$ cat src/hw/rtl/ffc_pkg.sv
// ----------------------------------------------------------------------------
// ffc_pkg
// Shared types and constants for the float format converter.
// ----------------------------------------------------------------------------
package ffc_pkg;

   localparam int unsigned OperandWidth = 32;

   typedef enum logic [1:0] {
      MODE_F32_TO_BF16 = 2'd0,
      MODE_BF16_TO_F32 = 2'd1,
      MODE_F32_TO_F16  = 2'd2,
      MODE_F16_TO_F32  = 2'd3
   } mode_type;

   localparam logic [15:0] HALF_INF       = 16'h7c00;
   localparam logic [31:0] EXP32_INF      = 32'h7f80_0000;
   localparam logic [7:0]  F16_EXP_OFFSET = 8'd112;

endpackage

$ cat src/hw/rtl/ffc_convert.sv
// ----------------------------------------------------------------------------
// ffc_convert
// Combinational conversion datapath for all four modes.
// ----------------------------------------------------------------------------
module ffc_convert (
   input  ffc_pkg::mode_type mode,
   input  logic [31:0]       operand_bits,
   output logic [31:0]       result_bits
);
   import ffc_pkg::*;

   logic [31:0] bf_sum;
   logic [31:0] r_bf16;
   logic [31:0] r_wide_bf;
   logic [15:0] h16;
   logic [31:0] r_wide_h;

   // fp32 to bf16 with add-and-truncate round-to-nearest-even; bf16 to fp32 by zero-filling the low half
   always_comb begin
      bf_sum = operand_bits + 32'h0000_7fff + {31'd0, operand_bits[16]};
      r_bf16 = {16'd0, bf_sum[31:16]};
      r_wide_bf = {operand_bits[15:0], 16'd0};
   end

   // fp32 to fp16
   always_comb begin
      logic        sgn;
      logic [7:0]  ex;
      logic [22:0] man;
      logic [23:0] sig;
      logic [4:0]  sh;
      logic [23:0] q;
      logic [23:0] rem_mask;
      logic [23:0] rem;
      logic [23:0] half;
      logic [10:0] hm;
      logic [5:0]  hex;
      sgn = operand_bits[31];
      ex  = operand_bits[30:23];
      man = operand_bits[22:0];
      sig = {1'b1, man};
      sh  = 5'd0;
      q = '0; rem_mask = '0; rem = '0; half = '0; hm = '0; hex = '0;
      h16 = {sgn, 15'd0};
      if (ex == 8'hff) begin
         if (man == '0) h16 = {sgn, 15'd0} | HALF_INF;
         else h16 = {sgn, 15'd0} | HALF_INF | {6'd0, man[22:13]} | 16'd1;
      end else if (ex > 8'd142) begin
         h16 = {sgn, 15'd0} | HALF_INF;
      end else if (ex < 8'd103) begin
         h16 = {sgn, 15'd0};
      end else if (ex < 8'd113) begin
         // subnormal: shift by -unb-1 = 126-ex, range 14..23
         sh = 5'(8'd126 - ex);
         q = sig >> sh;
         rem_mask = (24'd1 << sh) - 24'd1;
         rem = sig & rem_mask;
         half = 24'd1 << (sh - 5'd1);
         if (rem > half || (rem == half && q[0])) q = q + 24'd1;
         h16 = {sgn, 15'd0} | q[15:0];
      end else begin
         hex = 6'(ex - 8'd112);
         hm  = {1'b0, man[22:13]};
         if (man[12:0] > 13'h1000 || (man[12:0] == 13'h1000 && hm[0])) begin
            hm = hm + 11'd1;
            if (hm[10]) begin
               hm = '0;
               hex = hex + 6'd1;
            end
         end
         if (hex >= 6'h1f) h16 = {sgn, 15'd0} | HALF_INF;
         else h16 = {sgn, hex[4:0], hm[9:0]};
      end
   end

   // fp16 to fp32, subnormals normalized by a leading-zero count
   always_comb begin
      logic       sgn;
      logic [4:0] ex;
      logic [9:0] man;
      logic [3:0] lz;
      logic [10:0] nm;
      logic [7:0] e32;
      sgn = operand_bits[15];
      ex  = operand_bits[14:10];
      man = operand_bits[9:0];
      lz  = 4'd0;
      for (int i = 0; i < 10; i++) begin
         if (man[i]) lz = 4'(9 - i);
      end
      nm  = {1'b0, man} << (lz + 4'd1);
      e32 = 8'd112 - {4'd0, lz};
      if (ex == 5'd0) begin
         if (man == '0) r_wide_h = {sgn, 31'd0};
         else r_wide_h = {sgn, e32, nm[9:0], 13'd0};
      end else if (ex == 5'h1f) begin
         r_wide_h = {sgn, 31'd0} | EXP32_INF | {9'd0, man, 13'd0};
      end else begin
         r_wide_h = {sgn, {3'd0, ex} + F16_EXP_OFFSET, man, 13'd0};
      end
   end

   // mode select
   always_comb begin
      case (mode)
         MODE_F32_TO_BF16: result_bits = r_bf16;
         MODE_BF16_TO_F32: result_bits = r_wide_bf;
         MODE_F32_TO_F16:  result_bits = {16'd0, h16};
         default:          result_bits = r_wide_h;
      endcase
   end

endmodule

$ cat src/hw/rtl/float_format_converter_core.sv
// ----------------------------------------------------------------------------
// float_format_converter_core
// Converts between fp32, bf16 and fp16 bit patterns, one beat per cycle unless rsp_ready stalls.
// ----------------------------------------------------------------------------
// path: a request passes through the input register, then the result register, before
// its response beat is offered on rsp_valid
// throughput: one beat per cycle unless rsp_ready stalls, set by the single-pass conversion logic
// each register stage advances when its downstream slot is empty or drains
// reset clears both stage valid flags; payload registers are not reset
module float_format_converter_core (
   input  logic                clock,
   input  logic                reset,
   input  logic                req_valid,
   output logic                req_ready,
   input  logic [1:0]          req_mode,
   input  logic [31:0]         req_operand_bits,
   output logic                rsp_valid,
   input  logic                rsp_ready,
   output logic [31:0]         rsp_result_bits
);
   import ffc_pkg::*;

   logic        in_vld_ff;
   logic        in_vld_in;
   mode_type    in_mode_ff;
   logic [31:0] in_op_ff;
   logic        out_vld_ff;
   logic        out_vld_in;
   logic [31:0] out_res_ff;
   logic [31:0] conv_res;
   logic        out_load;
   logic        in_load;

   // stage handshakes
   assign out_load  = in_vld_ff && (!out_vld_ff || rsp_ready);
   assign req_ready = !in_vld_ff || out_load;
   assign in_load   = req_valid && req_ready;
   assign in_vld_in  = in_load || (in_vld_ff && !out_load);
   assign out_vld_in = out_load || (out_vld_ff && !rsp_ready);

   // input register
   always_ff @(posedge clock) begin
      if (reset) in_vld_ff <= 1'b0;
      else in_vld_ff <= in_vld_in;
      if (in_load) begin
         in_mode_ff <= mode_type'(req_mode);
         in_op_ff   <= req_operand_bits;
      end
   end

   ffc_convert u_convert (
      .mode         (in_mode_ff),
      .operand_bits (in_op_ff),
      .result_bits  (conv_res)
   );

   // result register
   always_ff @(posedge clock) begin
      if (reset) out_vld_ff <= 1'b0;
      else out_vld_ff <= out_vld_in;
      if (out_load) out_res_ff <= conv_res;
   end

   assign rsp_valid       = out_vld_ff;
   assign rsp_result_bits = out_res_ff;

`ifndef NO_ASSERTIONS
   // a stalled result beat is held
   a_hold: assert property (@(posedge clock) disable iff (reset)
      out_vld_ff && !rsp_ready |=> out_vld_ff && $stable(out_res_ff))
      else $error("result beat changed while stalled");
   // an accepted request reaches the input stage
   a_take: assert property (@(posedge clock) disable iff (reset)
      in_load |=> in_vld_ff)
      else $error("accepted beat lost");
   // 16-bit results keep the upper half clear
   a_upper: assert property (@(posedge clock) disable iff (reset)
      out_load && (in_mode_ff == MODE_F32_TO_BF16 || in_mode_ff == MODE_F32_TO_F16)
      |=> out_res_ff[31:16] == 16'd0)
      else $error("upper half not zero");
`endif

endmodule
$ cat config.mk
export PLATFORM = sky130hd
export DESIGN_NAME = float_format_converter_core
export DESIGN_NICKNAME = d
export VERILOG_FILES = /design/src/hw/rtl/ffc_pkg.sv /design/src/hw/rtl/ffc_convert.sv /design/src/hw/rtl/float_format_converter_core.sv
export SDC_FILE = /design/constraint.sdc
export NUM_CORES = 1
export LEC_CHECK = 0
export ABC_AREA = 1
export BUFFER_PORTS_ARGS = -buffer_cell sky130_fd_sc_hd__clkbuf_2
export CAP_MARGIN = 20
export CORE_UTILIZATION = 45
export CTS_CLUSTER_DIAMETER = 40
export CTS_CLUSTER_SIZE = 25
export DETAILED_ROUTE_END_ITERATION = 10
export GPL_TIMING_DRIVEN = 0
export PLACE_DENSITY = 0.69
export SYNTH_ARGS = -nofsm -noshare
export SYNTH_HDL_FRONTEND = slang
export SYNTH_SLANG_ARGS = --single-unit
$ cat constraint.sdc
create_clock -name clock -period 11.19 [get_ports clock]
set_input_delay 2.238 -clock clock [delete_from_list [all_inputs] [get_ports clock]]
set_output_delay 2.238 -clock clock [all_outputs]
set_load 0.01 [all_outputs]
==> reports/metrics.yaml, run 1 <==
cts.sinks: 68
insertion_delay_ps: 350
fill_cells: 1700
synthMuxAreaShare: 0.00132
synth-xor-area-share: 0.0268
io_pins: 72
setup_violations: 0
crit_fanout: 13
slowest_stage: "edfxtp_1"
synth_top_area_frac: 0.262
ys_warn_count: 0
arrival_ps: 5680
syn_nets: 1273
grt_usage: 0.302
status: "complete, no violations"
first_pass_iters: 6
syn_inst: 1192
setup_ws_ps: 5600
fin_skew_ps: 15.3
end_kind: "flip-flop"
async_flop_share: 0
p_leak_nw: 4.07
vias_per_cell: 5.68
power_density_mw_per_mm2: 113
postCtsSetupBuffers: 0
hold_path_class: "flip-flop to flip-flop"
worstSetupEndpoint: "rsp_result_bits[9]"
drive_above_1_share: 0.120
critical_path_class: "flip-flop to flip-flop"
post-synth-top-area-cell: "edfxtp_1"
nets: 1356
die_w_um: 132
synthAdderAreaFrac: 0.0711
yosysSeqAreaShare: 0.267
fp.coreArea_mm2: 0.0165
cp.required_ps: 11280
fin_crit_ps: 5590
tns_ps: 0
critPathLaunch: "in_op_ff[23]"
synth_top_family_by_area: "simple AND/OR/NAND/NOR gates"
cts_resized: 0
synth_seq_cells: 68
h-tree-depth: 3
synth-simple-area-share: 0.422
drcViolationCount: 0
ant_nets: 0
cp-start-kind: "flip-flop"
cp_common_cell: "nand2_1"
grt_pass1_vias: 7520
final_max_slew_viol_count: 0
grt_overflow: 0
ctsLongestPathBuffers: 2
clock-root-buffer: "clkbuf_16"
worst-path-stages: 27
n_antenna_cell: 0
critPathTopFamily: "simple AND/OR/NAND/NOR gates"
critPathMaxStageDelay_ps: 520
vias: 8514
holdPathStages: 2
ff2ff_path_depth: 27
die_area_mm2: 0.0173
fin_crit_sh: 0.500
die_height_um: 132
synthTopCellsByArea: "edfxtp_1 (26%), nand2_1 (18%), nand3_1 (11%), ha_1 (7.1%), inv_1 (6.5%)"
fmax_mhz: 179
clk_pin_slew_ps: 70
synth_area_per_cell_um2: 6.34
tightest_slew_ps: 859
worstReg2RegStart: "in_op_ff[23]"
hold_viol_final: 0
post-dp-hpwl_um: 20400
rsz0062_at_grt: "false"
worstReg2RegEnd: "rsp_result_bits[9]"
gp_congestion: 1.00
holdBufCountCts: 0
routed_wl_um: 26100
synth_compound_area_frac: 0.121
syn2layout_area_growth_pct: 12.9
synth_edf_count: 66
numCtsBuffers: 9
grt_max_degree: 35
antenna_found_initial: 0
start_util: 0.459
ys_types: 47
grt_pass1_wl_um: 40700
worst-path-buf-inv: 6
max_cap_viol_count: 0
synth_area_mm2: 0.00756
io_buffers: 71
first_iter_violations: 893
rows: 47
synthFlopType: "edfxtp_1"
irDropWorstVdd_mv: 0.0648
rrSetupSlack_ps: 5600
slew_headroom: 0.427
dp_slack_ps: 5790
cts_tree: "built"
wl_per_cell_um: 17.4
worst min-delay path by stage:
stage	end	slack, ps	start
2_1_floorplan	rsp_valid	440	in_vld_ff
3_3_place_gp	rsp_valid	460	in_vld_ff
3_5_place_dp	rsp_valid	520	in_vld_ff
4_1_cts	rsp_valid	530	in_vld_ff
5_1_grt	in_vld_ff	570	in_vld_ff
6_report	rsp_valid	530	in_vld_ff
cell usage after synthesis (all sizes together) (2+ instances only):
| library cell | count |
|---|---|
| buf | 16 |
| o211ai | 4 |
| nor3 | 17 |
| clkinv | 2 |
| a21oi | 56 |
| clkbuf | 14 |
| nor4 | 7 |
| edfxtp | 66 |
| nand3b | 3 |
| inv | 137 |
| xnor2 | 4 |
| a31oi | 6 |
| nand2 | 377 |
| o21ai | 89 |
| o22ai | 7 |
| nor2 | 129 |
| o21a | 2 |
| a21o | 2 |
| xor2 | 17 |
| o31ai | 2 |
| ha | 43 |
| dfxtp | 2 |
| nand4 | 18 |
| nand3 | 165 |
worst register-to-register path, delay by kind of cell, from the launching register on:
| kind | cells | cell delay, ps |
|---|---|---|
| fa+ha+maj | 2 | 640 |
| compound gates | 2 | 420 |
| buf+inv | 6 | 1590 |
| simple gates | 17 | 2160 |
| flops | 1 | 520 |
flip-flops by register name, summed over array words and instances, names as in the netlist:
signal / count
in_op_ff: 32
rsp_result_bits: 32
in_mode_ff: 2
in_vld_ff: 1
rsp_valid: 1
kinds of logic (layout without fill, tap and decap cells):
kind of cell	after synthesis	count (layout)
simple gates	718	718
compound gates	172	172
mux	1	1
buf+inv	169	257
xor+xnor	21	21
flops	68	68
fa+ha+maj	43	43
routing by layer:
metal,wire (µm),GRT usage,up-vias,share of wire
met5,0,0,-,0
met4,532,0.0950,0,0.020
met3,2700,0.0478,39,0.10
li1,-,-,4145,-
met1,11600,0.438,3847,0.45
met2,11200,0.456,483,0.43
cells in the final DEF (no fill, tap or decap), drive strengths merged, types with 2 or more instances in the layout:
| master | count |
|---|---|
| xnor2 | 4 |
| nand3b | 3 |
| a21o | 2 |
| o21a | 2 |
| nor4 | 7 |
| nor3 | 17 |
| o21ai | 89 |
| nor2 | 129 |
| xor2 | 17 |
| o211ai | 4 |
| o22ai | 7 |
| nand3 | 165 |
| inv | 140 |
| a31oi | 6 |
| edfxtp | 66 |
| buf | 17 |
| dfxtp | 2 |
| a21oi | 56 |
| clkinv | 4 |
| ha | 43 |
| nand2 | 377 |
| clkbuf | 94 |
| o31ai | 2 |
| nand4 | 18 |
final cells by class:
cell class / instances / area, µm² / area share
multi-input cells: 955 / 4870 / 0.570
flip-flops and latches: 68 / 2020 / 0.237
inverters: 139 / 523 / 0.0612
repair buffers: 72 / 383 / 0.0448
well taps: 220 / 275 / 0.0322
clock buffers: 9 / 225 / 0.0264
plain buffers: 30 / 161 / 0.0189
clock inverters: 7 / 83.8 / 0.00982
power by group:
group          leakage, nW  internal, W  total (W)  switching, W
logic                 3.26     0.000108   0.000344      0.000236
clock network        0.149     0.000177   0.000304      0.000128
registers            0.659     0.000297   0.000314     0.0000168
total                 4.07     0.000582   0.000962      0.000380
per-stage QoR:
| step | area, µm² | hold slack [ps] | std cells | utilization | total power, W |
|---|---|---|---|---|---|
| after floorplan | 7560 | 445 | 1192 | - | 0.000553 |
| after global placement | 8190 | 456 | 1483 | 0.498 | 0.000652 |
| after detailed placement | 8230 | 517 | 1484 | 0.500 | 0.000653 |
| after CTS | 8540 | 526 | 1500 | 0.519 | 0.000956 |
| after global routing | 8540 | 568 | 1500 | 0.519 | 0.00102 |
| final | 8540 | 528 | 1500 | 0.519 | 0.000962 |
No activity file was read; power rests on OpenSTA's default activity.
==> inputs of run 2 (changes only) <==
--- a/config.mk
+++ b/config.mk
@@ -13,7 +13,7 @@
 export CTS_CLUSTER_SIZE = 25
 export DETAILED_ROUTE_END_ITERATION = 10
 export GPL_TIMING_DRIVEN = 0
-export PLACE_DENSITY = 0.69
+export PLACE_DENSITY = 0.72
 export SYNTH_ARGS = -nofsm -noshare
 export SYNTH_HDL_FRONTEND = slang
 export SYNTH_SLANG_ARGS = --single-unit
==> constraint.sdc (replaced) <==
create_clock -name clock -period 4.7 [get_ports clock]
set_input_delay 0.94 -clock clock [delete_from_list [all_inputs] [get_ports clock]]
set_output_delay 0.94 -clock clock [all_outputs]
set_load 0.01 [all_outputs]
==> reports/metrics.yaml, run 2 (synthesis results as in run 1) <==
critPathMaxStageDelay_ps: 420  # -100 ps
cts.sinks: 68  # unchanged
io_buffers: 71  # unchanged
hold_path_class: "flip-flop to flip-flop"
grt_max_degree: 35  # unchanged
critPathTopFamily: "simple AND/OR/NAND/NOR gates"
status: "complete, no violations"
slew_headroom: 0.448  # +0.0211
worst-path-stages: 37  # +37%
fin_skew_ps: 9.80  # -5.55 ps
worst-path-buf-inv: 10  # +4
routed_wl_um: 25800  # -1.1%
final_max_slew_viol_count: 0  # unchanged
die_area_mm2: 0.0173  # unchanged
io_pins: 72  # unchanged
wl_per_cell_um: 16.8  # -3.4%
grt_usage: 0.294  # -0.00828
critPathLaunch: "in_op_ff[23]"
max_cap_viol_count: 0  # unchanged
power_density_mw_per_mm2: 260  # +130%
layout_common_cells: "nand2_1 (346), nand3_1 (150), inv_1 (118)"
cp_common_cell: "nand2_1"
setup_violations: 0  # unchanged
antenna_found_initial: 0  # unchanged
vias_per_cell: 5.59  # -1.6%
slowest_stage: "edfxtp_1"
worstReg2RegEnd: "rsp_result_bits[11]"
p_leak_nw: 4.33  # +6.5%
die_w_um: 132  # unchanged
holdBufCountCts: 0  # unchanged
insertion_delay_ps: 350  # about the same
fin_crit_ps: 4670  # -920 ps
ant_nets: 0  # unchanged
tns_ps: 0  # unchanged
grt_pass1_vias: 7650  # +1.7%
start_util: 0.459  # unchanged
ff2ff_path_depth: 37  # +37%
rsz0062_at_grt: "true"
fp.coreArea_mm2: 0.0165  # unchanged
setup_ws_ps: 25.6  # -5570 ps
fin_cells: 1535  # +2.3%
post-dp-hpwl_um: 20000  # -1.8%
rows: 47  # unchanged
irDropWorstVdd_mv: 0.173  # +170%
cp-start-kind: "flip-flop"
n_antenna_cell: 0  # unchanged
drcViolationCount: 0  # unchanged
end_kind: "flip-flop"
gp_congestion: 1.03  # +2.6%
crit_fanout: 10  # -3
cp.required_ps: 4790  # -6490 ps
syn2layout_area_growth_pct: 22.7
dp_slack_ps: -585  # -6370 ps
final_common_cell: "nand2_1"
fmax_mhz: 214  # +20%
tightest_slew_ps: 827  # -31.6 ps
ctsLongestPathBuffers: 2  # unchanged
vias: 8577  # +0.74%
die_height_um: 132  # unchanged
hp-start: "rsp_valid"
h-tree-depth: 3  # unchanged
worstSetupEndpoint: "rsp_result_bits[11]"
clock-root-buffer: "clkbuf_16"
rrSetupSlack_ps: 30  # -5570 ps
holdPathStages: 2  # unchanged
arrival_ps: 4770  # -910 ps
fin_crit_sh: 0.995  # +0.495
critical_path_class: "flip-flop to flip-flop"
cts_tree: "built"
worstReg2RegStart: "in_op_ff[23]"
dpl.cell_count: 1484  # unchanged
grt_overflow: 0  # unchanged
fill_cells: 1625  # -4.4%
hold_viol_final: 0  # unchanged
clk_pin_slew_ps: 60  # about the same
first_pass_iters: 6  # unchanged
first_iter_violations: 934  # +4.6%
grt_pass1_wl_um: 39800  # -2.1%
p_total_w: 0.00242  # +150%
nets: 1391  # +2.6%
numCtsBuffers: 9  # unchanged
drive_above_1_share: 0.198  # +0.0782
[run 2: final cells by class]
class	count	area, µm²	share of cell area
Timing Repair Buffer	109	701	0.0755
Clock inverter	7	98.8	0.0107
Inverter	139	547	0.0589
Multi-Input combinational cell	955	5230	0.564
Clock buffer	9	225	0.0243
Sequential cell	68	2020	0.218
Buffer	28	180	0.0194
Tap cell	220	275	0.0297
[run 2: power by group]
part / internal, W / switching [W] / total, W
Clock: 0.000467 / 0.000272 / 0.000739
Sequential: 0.000708 / 0.0000354 / 0.000743
Combinational: 0.000325 / 0.000609 / 0.000934
[run 2: how the worst min path moves through the flow]
stage	to
6_report	rsp_valid
5_1_grt	rsp_valid
4_1_cts	rsp_valid
3_5_place_dp	rsp_valid
3_3_place_gp	rsp_valid
2_1_floorplan	rsp_valid
[run 2: metrics by stage]
step | area, µm² | hold WS [ps] | util
2_1_floorplan | 7560 | 445 | -
3_3_place_gp | 8190 | 460 | 0.498
3_5_place_dp | 8230 | 521 | 0.500
4_1_cts | 8740 | 531 | 0.531
5_1_grt | 9280 | 567 | 0.563
6_report | 9280 | 525 | 0.563
[run 2: routing by layer]
layer | vias up | track usage | routed length, µm
met5 | - | 0 | 0
met4 | 0 | 0.127 | 898
met3 | 53 | 0.0463 | 2110
met2 | 410 | 0.450 | 11200
met1 | 3890 | 0.409 | 11500
li1 | 4224 | - | -
[run 2: timing repair]
item                       in CTS  in global routing
setup endpoints to repair      16                 16
pin swaps                      10                 49
gates resized for setup        33                 87
setup buffers                  10                 27
[run 2: tightest hold or removal path, cell delays in order (launching register included)]
cell and delay, ps:
dfxtp_1 350, nand2_1 80, a21oi_1 50
==> inputs of run 3 (changes only) <==
--- a/config.mk
+++ b/config.mk
@@ -8,12 +8,12 @@
 export ABC_AREA = 1
 export BUFFER_PORTS_ARGS = -buffer_cell sky130_fd_sc_hd__clkbuf_2
 export CAP_MARGIN = 20
-export CORE_UTILIZATION = 45
+export CORE_UTILIZATION = 56
 export CTS_CLUSTER_DIAMETER = 40
 export CTS_CLUSTER_SIZE = 25
 export DETAILED_ROUTE_END_ITERATION = 10
 export GPL_TIMING_DRIVEN = 0
-export PLACE_DENSITY = 0.72
+export PLACE_DENSITY = 0.85
 export SYNTH_ARGS = -nofsm -noshare
 export SYNTH_HDL_FRONTEND = slang
 export SYNTH_SLANG_ARGS = --single-unit
==> reports/metrics.yaml, run 3 (synthesis results as in run 1) <==
power_density_mw_per_mm2: 263  # +0.92%
die_area_mm2: 0.0140  # -19%
ctsLongestPathBuffers: 2  # unchanged
nets: 1385  # -0.43%
io_pins: 72  # unchanged
vias: 8750  # +2.0%
fin_crit_ps: 4810  # +139 ps
clock-root-buffer: "clkbuf_16"
cts_tree: "built"
setup_ws_ps: -113  # -139 ps
tightest_slew_ps: 971  # +143 ps
slew_headroom: 0.351  # -0.0962
crit_fanout: 10  # unchanged
insertion_delay_ps: 360  # about the same
wl_per_cell_um: 18.1  # +7.6%
vias_per_cell: 5.89  # +5.5%
ff2ff_path_depth: 33  # -11%
die_height_um: 118  # -10%
worstReg2RegStart: "in_op_ff[23]"
n_antenna_cell: 0  # unchanged
first_pass_iters: 7  # +1
drcViolationCount: 0  # unchanged
routed_wl_um: 26800  # +4.1%
fin_crit_sh: 1.02  # +0.0295
cp_common_cell: "nand2_1"
final_area_mm2: 0.00905  # -2.5%
ant_nets: 0  # unchanged
gp_congestion: 1.04  # +0.94%
critPathMaxStageDelay_ps: 520  # +100 ps
seq_area_mm2: 0.00202  # unchanged
rrSetupSlack_ps: -110  # -140 ps
arrival_ps: 4910  # +140 ps
critical_path_class: "flip-flop to flip-flop"
grt_pass1_vias: 8004  # +4.6%
syn2layout_area_growth_pct: 19.6
numCtsBuffers: 9  # unchanged
status: "complete, but fails checks"
grt_max_degree: 35  # unchanged
fin_skew_ps: 10.8  # +0.999 ps
post-dp-hpwl_um: 20200  # +0.99%
postPlaceCellArea_mm2: 0.00815  # -1.0%
slowest_stage: "edfxtp_1"
layout_common_cells: "nand2_1 (350), nand3_1 (148), inv_1 (122)"
start_util: 0.573  # +0.114
first_iter_violations: 1171  # +25%
cp-start-kind: "flip-flop"
worst-path-buf-inv: 5  # -5
worstReg2RegEnd: "rsp_result_bits[9]"
final_max_slew_viol_count: 0  # unchanged
io_buffers: 71  # unchanged
fp.coreArea_mm2: 0.0132  # -20%
critPathLaunch: "in_op_ff[23]"
p_total_w: 0.00238  # -1.6%
clk_pin_slew_ps: 60  # about the same
critPathTopFamily: "simple AND/OR/NAND/NOR gates"
max_cap_viol_count: 0  # unchanged
worst-path-stages: 33  # -11%
antenna_found_initial: 1  # +1
drive_above_1_share: 0.184  # -0.0136
cts.sinks: 68  # unchanged
irDropWorstVdd_mv: 0.171  # -0.71%
rows: 42  # -11%
holdBufCountCts: 0  # unchanged
hold_path_class: "flip-flop to flip-flop"
fill_cells: 1197  # -26%
final_common_cell: "nand2_1"
cp.required_ps: 4800  # about the same
hold_viol_final: 0  # unchanged
die_w_um: 118  # -10%
grt_overflow: 0  # unchanged
rsz0062_at_grt: "true"
grt_pass1_wl_um: 41800  # +5.1%
setup_violations: 10  # +10
holdWs_ps: 532  # +7.70 ps
grt_usage: 0.388  # +0.0938
p_leak_nw: 4.28  # -1.3%
h-tree-depth: 3  # unchanged
worstSetupEndpoint: "rsp_result_bits[9]"
end_kind: "flip-flop"
multi_input_comb_area_mm2: 0.00517  # -1.1%
fmax_mhz: 208  # -2.9%
violations: "setup timing"
## run 3: worst min-delay path, delay by kind of cell (launching register included)
kind	cells	cell delay (ps)
and+or+nand+nor	1	110
DFF	1	300
AOI/OAI and AO/OA	1	70
## run 3: worst min path at each step
| stage | startpoint | to | slack [ps] | cells after the start |
|---|---|---|---|---|
| detailed placement | in_vld_ff | in_vld_ff | 520 | 2 |
| global route | in_vld_ff | in_vld_ff | 570 | 2 |
| CTS | in_vld_ff | in_vld_ff | 530 | 2 |
| finish | in_vld_ff | in_vld_ff | 530 | 2 |
| global placement | in_vld_ff | rsp_valid | 460 | 2 |
| floorplan | in_vld_ff | rsp_valid | 440 | 2 |
## run 3: cell type report
type | instances | share of cell area
sequential | 68 | 0.223
buffer | 29 | 0.0202
timing repair buffer | 102 | 0.0682
multi-input combinational | 955 | 0.571
tap | 176 | 0.0243
clock buffer | 10 | 0.0253
inverter | 139 | 0.0600
clock inverter | 6 | 0.00719
## run 3: power by group
part           switching, W  leakage, nW  internal, W
clock              0.000284        0.142     0.000411
combinational      0.000620         3.47     0.000317
sequential        0.0000381        0.659     0.000708
## run 3: through the flow
stage / setup TNS, ps / cells / setup slack, ps / util
2_1_floorplan: 0 / 1192 / 511 / -
3_3_place_gp: -9370 / 1439 / -679 / 0.617
3_5_place_dp: -10310 / 1439 / -755 / 0.618
4_1_cts: 0 / 1476 / 1.33 / 0.664
5_1_grt: -3600 / 1485 / -339 / 0.686
6_report: -577 / 1485 / -113 / 0.686
## run 3: repair_timing
item	CTS	global route
setup endpoints to repair	16	16
pin swaps	12	27
buffers inserted	23	10
gates resized for setup	39	57
## run 3: metal layers
layer,wire length [µm],track usage
met5,12,0
met4,999,0.148
met3,3190,0.0999
met2,11700,0.596
met1,10900,0.522
